## config.mk

```make
export PLATFORM = sky130hd
export DESIGN_NAME = spt_queue
export DESIGN_NICKNAME = d
export VERILOG_FILES = /design/src/rtl/core/spt_pkg.sv /design/src/rtl/core/spt_queue.sv
export VERILOG_INCLUDE_DIRS = /design/src /design/src/rtl/core
export SDC_FILE = /design/constraint.sdc
export NUM_CORES = 1
export LEC_CHECK = 0
export ABC_AREA = 1
export BUFFER_PORTS_ARGS = -buffer_cell sky130_fd_sc_hd__buf_2
export CORE_MARGIN = 5
export CORE_UTILIZATION = 52
export CTS_BUF_LIST = sky130_fd_sc_hd__clkbuf_8 sky130_fd_sc_hd__clkbuf_16
export CTS_CLUSTER_SIZE = 16
export DETAILED_ROUTE_END_ITERATION = 7
export GPL_TIMING_DRIVEN = 0
export PLACE_DENSITY = 0.87
export SETUP_SLACK_MARGIN = 0.15
export SLEW_MARGIN = 20
export SYNTH_ARGS = -nofsm -noshare
export SYNTH_HDL_FRONTEND = slang
export SYNTH_SLANG_ARGS = --single-unit
```

## constraint.sdc

```tcl
create_clock -name clk -period 3.05 [get_ports clk]
set_input_delay 0.305 -clock clk [delete_from_list [all_inputs] [get_ports clk]]
set_output_delay 0.305 -clock clk [all_outputs]
set_load 0.02 [all_outputs]
```

## src/rtl/core/slew_profile_time_planner_top_macros.svh

```systemverilog
// Assertion macros for the slew planner.
`ifndef SLEW_PROFILE_TIME_PLANNER_TOP_MACROS_SVH
`define SLEW_PROFILE_TIME_PLANNER_TOP_MACROS_SVH
`ifndef NO_ASSERTIONS
`define SPT_ASSERT(label, clk, rst, prop) \
  label: assert property (@(posedge clk) disable iff (rst) prop) \
    else $error("property violated");
`define SPT_NEVER(label, clk, rst, expr) \
  label: assert property (@(posedge clk) disable iff (rst) !(expr)) \
    else $error("forbidden condition");
`else
`define SPT_ASSERT(label, clk, rst, prop)
`define SPT_NEVER(label, clk, rst, expr)
`endif
`endif

```

## src/rtl/core/spt_pkg.sv

```systemverilog
package spt_pkg;

  localparam int ANGLE_W = 32;
  localparam int LIMIT_W = 31;
  localparam int TIME_W  = 32;
  localparam int DIFF_W  = 33;
  localparam int CFG_DATA_W = 32;

  typedef enum logic {
    REG_RATE  = 1'b0,
    REG_ACCEL = 1'b1
  } cfg_reg_t;

  typedef struct packed {
    logic [DIFF_W-1:0]  d;
    logic [LIMIT_W-1:0] r;
    logic [LIMIT_W-1:0] a;
    logic               coast;
  } spt_cls_t;

endpackage

```

## src/rtl/core/spt_queue.sv

```systemverilog
`include "slew_profile_time_planner_top_macros.svh"

module spt_queue import spt_pkg::*; (
  input  logic     clk,
  input  logic     rst,
  input  logic     push,
  input  spt_cls_t push_data,
  output logic     ready,
  input  logic     pop,
  output logic     valid,
  output spt_cls_t head
);

  localparam int DEPTH = 4;
  localparam int PW    = $clog2(DEPTH);

  spt_cls_t      mem [DEPTH];
  logic [PW-1:0] wptr;
  logic [PW-1:0] rptr;
  logic [PW:0]   count;

  assign ready = count != (PW+1)'(DEPTH);
  assign valid = count != '0;
  assign head  = mem[rptr];

  always_ff @(posedge clk) begin
    if (push) begin
      mem[wptr] <= push_data;
    end
  end

  always_ff @(posedge clk) begin
    if (rst) begin
      wptr  <= '0;
      rptr  <= '0;
      count <= '0;
    end else begin
      if (push) begin
        wptr <= wptr + PW'(1);
      end
      if (pop) begin
        rptr <= rptr + PW'(1);
      end
      count <= count + (PW+1)'(push) - (PW+1)'(pop);
    end
  end

  `SPT_NEVER(a_count_range, clk, rst, count > (PW+1)'(DEPTH))
  `SPT_ASSERT(a_count_up, clk, rst, (push && !pop) |=> (count == $past(count) + (PW+1)'(1)))
  `SPT_NEVER(a_pop_empty, clk, rst, pop && (count == '0))

endmodule

```

==> flow_summary.yaml, run 1 <==
yosys:
  synth.avg_cell_area_um2: 13.6
  synthArstFlopShare_pct: 0
  syn_nets: 1282
  synth_area_leader_cell: "edfxtp_1"
  synth_edf_count: 384
  synth_top_cells_by_area: "edfxtp_1 (72%), inv_1 (4.9%), nand2_1 (4.7%), o211ai_1 (4.5%), a21oi_2 (4.4%)"
  seq_area_frac_synth_pct: 73.5
  synth_flop_cell: "edfxtp_1"
  synth_cell_type_count: 19
  synth_warnings: 0
  synthTopCellsByCount: "edfxtp_1 (384), inv_1 (207), nand2_1 (200), o211ai_1 (96), o21ai_1 (88)"
  yosys.cell_count.top_type: "edfxtp_1"
  ys_ff_latch: 393
  yosys.area.top_type_share_pct: 72.3
  syn_area_mm2: 0.0159
  postSynthCellCount: 1175
clocking:
  cts.path.max_buffers: 3
  h-tree-depth: 2
  numCtsBuffers: 40
  clkTransAtPathRegs_ps: 60
  post-cts-setup-buffer-count: 0
  clkSinkCount: 393
  insertion_delay_ps: 520
  cts_tree: "built"
  cts-root-buf: "clkbuf_16"
sta:
  finalSetupTns_ps: 0
  period_needed_ps: 2250
  finalHoldViolCount: 0
  postLayoutSetupSlackWorst_ps: 799
  finClkSkew_ps: 14.9
  timing.final.crit_share_pct: 73.8
  tightest_slew_ps: 662
  rsz0062_at_grt: "no"
  finalSetupViolations: 0
  fmax_ghz: 0.444
  relSlewSlack_pct: 55.8
  maxSlewViolCount: 0
critical_path:
  cp.arrival_ps: 1950
  cp_top_family: "buffers and inverters"
  cp_max_fo: 10
  critPathKind: "flip-flop to primary output"
  rr_startpoint: "wptr[0]$_SDFFE_PP0P_"
  cp_slowest_cell: "buf_2"
  cp-start-kind: "flip-flop"
  regToRegSetupSlack_ps: 1150
  required_ps: 2740
  cp_cell_sequence: "buf_2 -> buf_2 -> o211ai_1 -> nand2_1 -> buf_2"
  rr_worst_depth: 5
  max_stage_delay_ps: 340
  crit_path_frequent_cell: "buf_2"
  crit_path_end_kind: "primary output"
  rr_endpoint: "mem[2][45]$_DFFE_PP_"
  path_buf_inv: 3
route:
  wirelength_mm: 38.1
  dr.pass1.iters: 5
  drt_iter0_drc: 715
  drc: 0
  routed_via_density: 5.32
  vias: 10338
  postRouteAntennaNets: 0
  wl_per_cell_um: 19.6
placed_design:
  place_inst: 1772
  io_buffers: 197
  dpl-instance-area_mm2: 0.0176
  place.gp.congestion: 0.758
  pre_cts_slack_ps: 1180
  dpl.hpwl_mm: 22.0
final_layout:
  finalNetCount: 1615
  final_cell_count_no_fill: 1942
  drive_above_1_share_pct: 26.4
  design_area_mm2: 0.0199
  syn2layout_area_growth_pct: 24.6
hold_path:
  hold_path.class: "input pin to flip-flop"
  worstHoldPathCells: 1
  min_from: "push_data[41]"
  holdPathEnd: "mem[1][41]$_DFFE_PP_"
global_routing:
  antenna_found_initial: 7
  grtUsageTotal_pct: 21.7
  grt_max_degree: 53
  grt_first_pass_wirelength_mm: 57.2
  grt-ovfl-total: 0
  grt_pass1_vias: 10631
die:
  die_area_mm2: 0.0343
  boundaryPins: 198
  core_mm2: 0.0304
  start_util_pct: 52.4
  fp.dieW_um: 185
  rows: 64
  die_height_um: 185
job:
  drv_cap: 0
power:
  p_leak_nw: 7.85
  vdd_drop_max_mv: 0.558
  power_density_mw_per_mm2: 652
outcome:
  status: "finished clean"
worst reg2reg max path: stages, from the launching register on:
cell     delay, ps
dfxtp_1        330
inv_1          130
ha_1           160
nand2_1        120
inv_6          420
buf_16         370
stage by stage:
stage / util, % / hold WS [ps] / power (mW)
floorplan: - / 372 / 7.26
global placement: 57.3 / 451 / 7.79
detailed placement: 57.7 / 454 / 7.84
CTS: 65.2 / 0.0423 / 13.0
global route: 65.3 / 3.75 / 13.4
finish: 65.3 / 19.6 / 12.9
repair_timing:
item                                    CTS  global route
endpoints found under the hold margin   342             0
hold buffers                             90             0
endpoints found under the setup margin    0             0
gates resized for setup                   0             0
worst max path at each step:
stage                          from                    to  depth (start not counted)
2_1_floorplan  wptr[0]$_SDFFE_PP0P_   mem[2][0]$_DFFE_PP_                          4
3_3_place_gp   wptr[0]$_SDFFE_PP0P_  mem[2][49]$_DFFE_PP_                          4
3_5_place_dp   wptr[0]$_SDFFE_PP0P_  mem[0][47]$_DFFE_PP_                          5
4_1_cts                   flip-flop              head[11]                          5
5_1_grt                   flip-flop              head[11]                          5
6_report                  flip-flop              head[88]                          5
cell type report:
cell class                      count  area, um2
Clock inverter                     31        348
Inverter                          207        797
Sequential cell                   393      11700
Multi-Input combinational cell    511       2900
Tap cell                          396        495
Clock buffer                       42       1040
Buffer                             64        548
Antenna cell                        7       17.5
Fill cell                        2056      10600
Timing Repair Buffer              291       2000
routing by layer:
layer	GRT usage [%]	up-vias	wire, um
li1	-	4769	-
met1	27.0	5040	14700
met2	38.8	450	19900
met3	3.52	79	2480
met4	7.55	0	1050
met5	0	-	0
power breakdown:
part	total, mW	leakage (nW)	internal, mW	switching, mW
clock network	5.10	0.704	3.14	1.96
logic	1.60	3.55	0.551	1.05
registers	6.24	3.60	6.18	0.0658
total	12.9	7.85	9.87	3.07
cells by family (layout without fill, tap and decap cells):
| kind of cell | after synthesis | after routing | share of synthesized area [%] |
|---|---|---|---|
| adder cells (fa/ha/maj) | 7 | 7 | 0.597 |
| AO/OA/AOI/OAI | 298 | 298 | 12.7 |
| flip-flops | 393 | 393 | 73.5 |
| AND/OR/NAND/NOR | 206 | 206 | 4.87 |
| buffers and inverters | 271 | 635 | 8.31 |
| other | 0 | 7 | 0 |
flip-flops by register name (all words and copies together) (netlist names), named ones only:
signal / cells
wptr: 2
count: 3
mem: 384
rptr: 2
placed cells by master (no fill, tap or decap):
cell type / count
a21oi_1: 22
a21oi_2: 80
buf_12: 1
buf_16: 4
buf_2: 220
buf_4: 16
buf_6: 15
buf_8: 8
bufinv_16: 8
clkbuf_1: 1
clkbuf_16: 41
clkbuf_8: 1
clkinv_1: 9
clkinv_2: 5
clkinv_4: 1
dfxtp_1: 9
diode_2: 7
dlygate4sd3_1: 90
edfxtp_1: 384
fa_1: 1
ha_1: 6
inv_1: 209
inv_6: 6
nand2_1: 200
nand3_1: 3
nor2_1: 3
o211ai_1: 96
o21ai_0: 12
o21ai_1: 88
No activity file was read; power rests on OpenSTA's default activity.
==> inputs of run 2 (changes only) <==
--- a/config.mk
+++ b/config.mk
@@ -9,12 +9,12 @@
 export ABC_AREA = 1
 export BUFFER_PORTS_ARGS = -buffer_cell sky130_fd_sc_hd__buf_2
 export CORE_MARGIN = 5
-export CORE_UTILIZATION = 52
+export CORE_UTILIZATION = 58
 export CTS_BUF_LIST = sky130_fd_sc_hd__clkbuf_8 sky130_fd_sc_hd__clkbuf_16
 export CTS_CLUSTER_SIZE = 16
 export DETAILED_ROUTE_END_ITERATION = 7
 export GPL_TIMING_DRIVEN = 0
-export PLACE_DENSITY = 0.87
+export PLACE_DENSITY = 0.91
 export SETUP_SLACK_MARGIN = 0.15
 export SLEW_MARGIN = 20
 export SYNTH_ARGS = -nofsm -noshare
==> constraint.sdc (replaced) <==
create_clock -name clk -period 2.2 [get_ports clk]
set_input_delay 0.22 -clock clk [delete_from_list [all_inputs] [get_ports clk]]
set_output_delay 0.22 -clock clk [all_outputs]
set_load 0.02 [all_outputs]
==> flow_summary.yaml, run 2 (synthesis gave the netlist of run 1 again) <==
outcome:
  status: "finished clean"
global_routing:
  grtUsageTotal_pct: 25.4
  grt_pass1_vias: 11175
  globalRouteMet2Util_pct: 45.6
  grt-ovfl-total: 0
  grt_max_degree: 31
  grt_first_pass_wirelength_mm: 60.9
  grt_busiest_layer: "met2"
  use_met1_pct: 31.6
  use_met3_pct: 4.24
  antenna_found_initial: 2
clocking:
  clkSinkCount: 393
  cts.path.max_buffers: 3
  cts_tree: "built"
  insertion_delay_ps: 520
  h-tree-depth: 2
  clkTransAtPathRegs_ps: 60
  numCtsBuffers: 39
  cts-root-buf: "clkbuf_16"
power:
  vdd_drop_max_mv: 0.848
  finalPower_mw: 17.8
  power_density_mw_per_mm2: 861
  p_leak_nw: 8.15
placed_design:
  io_buffers: 197
  dpl-instance-area_mm2: 0.0176
  dpl.hpwl_mm: 23.1
  place.gp.congestion: 0.766
  place_inst: 1725
route:
  postRouteAntennaNets: 0
  wirelength_mm: 43.2
  wl_per_cell_um: 22.6
  drc: 0
  routed_via_density: 5.78
  drt_iter0_drc: 1286
  dr.pass1.iters: 7
  vias: 11046
critical_path:
  required_ps: 1980
  regToRegSetupSlack_ps: 270
  cp_max_fo: 10
  rr_worst_depth: 6
  cp.arrival_ps: 1930
  rr_startpoint: "wptr[0]$_SDFFE_PP0P_"
  cp-start-kind: "flip-flop"
  critPathKind: "flip-flop to primary output"
  rr_endpoint: "mem[2][48]$_DFFE_PP_"
  crit_path_end_kind: "primary output"
sta:
  finClkSkew_ps: 9.14
  finalSetupTns_ps: 0
  tightest_slew_ps: 465
  relSlewSlack_pct: 68.9
  rsz0062_at_grt: "yes"
  period_needed_ps: 2150
  finalHoldViolCount: 0
  maxSlewViolCount: 0
  timing.final.crit_share_pct: 97.9
  fmax_ghz: 0.464
  finalSetupViolations: 0
job:
  drv_cap: 0
final_layout:
  finalNetCount: 1646
  reg_top3: "mem: 384 flops, count: 3 flops"
  final_cell_mix: "edfxtp_1 (384), inv_1 (212), nand2_1 (192)"
  post-route-util_pct: 76.4
  syn2layout_area_growth_pct: 29.5
  largest_register_ffs: 384
  drive_above_1_share_pct: 29.3
  layout_commonest_cell: "edfxtp_1"
  largest_register: "mem"
  fill_cells: 1431
  design_area_mm2: 0.0206
  final_cell_count_no_fill: 1911
die:
  fp.dieW_um: 176
  rows: 60
  die_height_um: 176
  boundaryPins: 198
  core_mm2: 0.0270
  die_area_mm2: 0.0309
  start_util_pct: 59.0
hold_path:
  worstHoldPathCells: 3
  holdPathEnd: "wptr[0]$_SDFFE_PP0P_"
  min_from: "push"
  hold_path.class: "input pin to flip-flop"
run 2: cell count changes in the layout (fill, tap and decap cells not counted), sizes merged:
cell         before  now
clkbuf           43   48
bufinv            8    4
inv             215  217
diode             7    2
clkinvlp          0    4
buf             264  280
dlygate4sd3      90   98
clkinv           15   13
run 2: per-stage QoR:
| stage | hold WS, ps | worst slack [ps] |
|---|---|---|
| final | 129 | 47.1 |
| after global routing | 149 | 7.22 |
| after CTS | 59.6 | 108 |
| after detailed placement | 413 | 252 |
| after global placement | 404 | -1280 |
| after floorplan | 287 | -202 |
run 2: area by class of cell:
type                    instances  area, um2  area share (%)
flip-flops and latches        393      11700            56.8
inverters                     207        792            3.84
multi-input cells             511       3040            14.7
diodes                          2       5.00          0.0242
plain buffers                  64        742            3.60
clock inverters                31        258            1.25
well taps                     341        427            2.07
repair buffers                323       2680            13.0
clock buffers                  39        976            4.73
run 2: what timing repair did:
action | CTS | global route
hold endpoints to repair | 388 | 0
gates resized for setup | 37 | 147
setup endpoints to repair | 96 | 167
pin swaps | 1 | 54
cloned | 0 | 6
buffers inserted | 0 | 10
hold buffers | 98 | 0
run 2: where the power goes:
part | internal [mW] | leakage [nW] | switching, mW
clock | 3.71 | 0.651 | 2.73
sequential | 8.56 | 3.60 | 0.105
combinational | 1.05 | 3.89 | 1.60
total | 13.3 | 8.15 | 4.44
run 2: worst max-delay path, stage by stage (launching register included):
cell and delay, ps:
dfxtp_4 360, buf_8 140, buf_12 150, buf_4 180, o21ai_0 250, nand2_1 160
buf_6 160
run 2: worst max path at each step:
stage               slack [ps]                    to  depth (start not counted)            startpoint
floorplan                 -200   mem[0][0]$_DFFE_PP_                          4  wptr[0]$_SDFFE_PP0P_
global placement         -1280  mem[3][42]$_DFFE_PP_                          3  wptr[0]$_SDFFE_PP0P_
detailed placement         250  mem[0][42]$_DFFE_PP_                          6  wptr[0]$_SDFFE_PP0P_
CTS                        110               head[2]                          6             flip-flop
global route                 7              head[10]                          6             flip-flop
finish                      50               head[9]                          6             flip-flop
run 2: routing by layer:
metal / vias up / share of wire (%)
li1: 4856 / -
met1: 5360 / 35
met2: 717 / 54
met3: 113 / 8.4
met4: 0 / 2.8
met5: - / 0
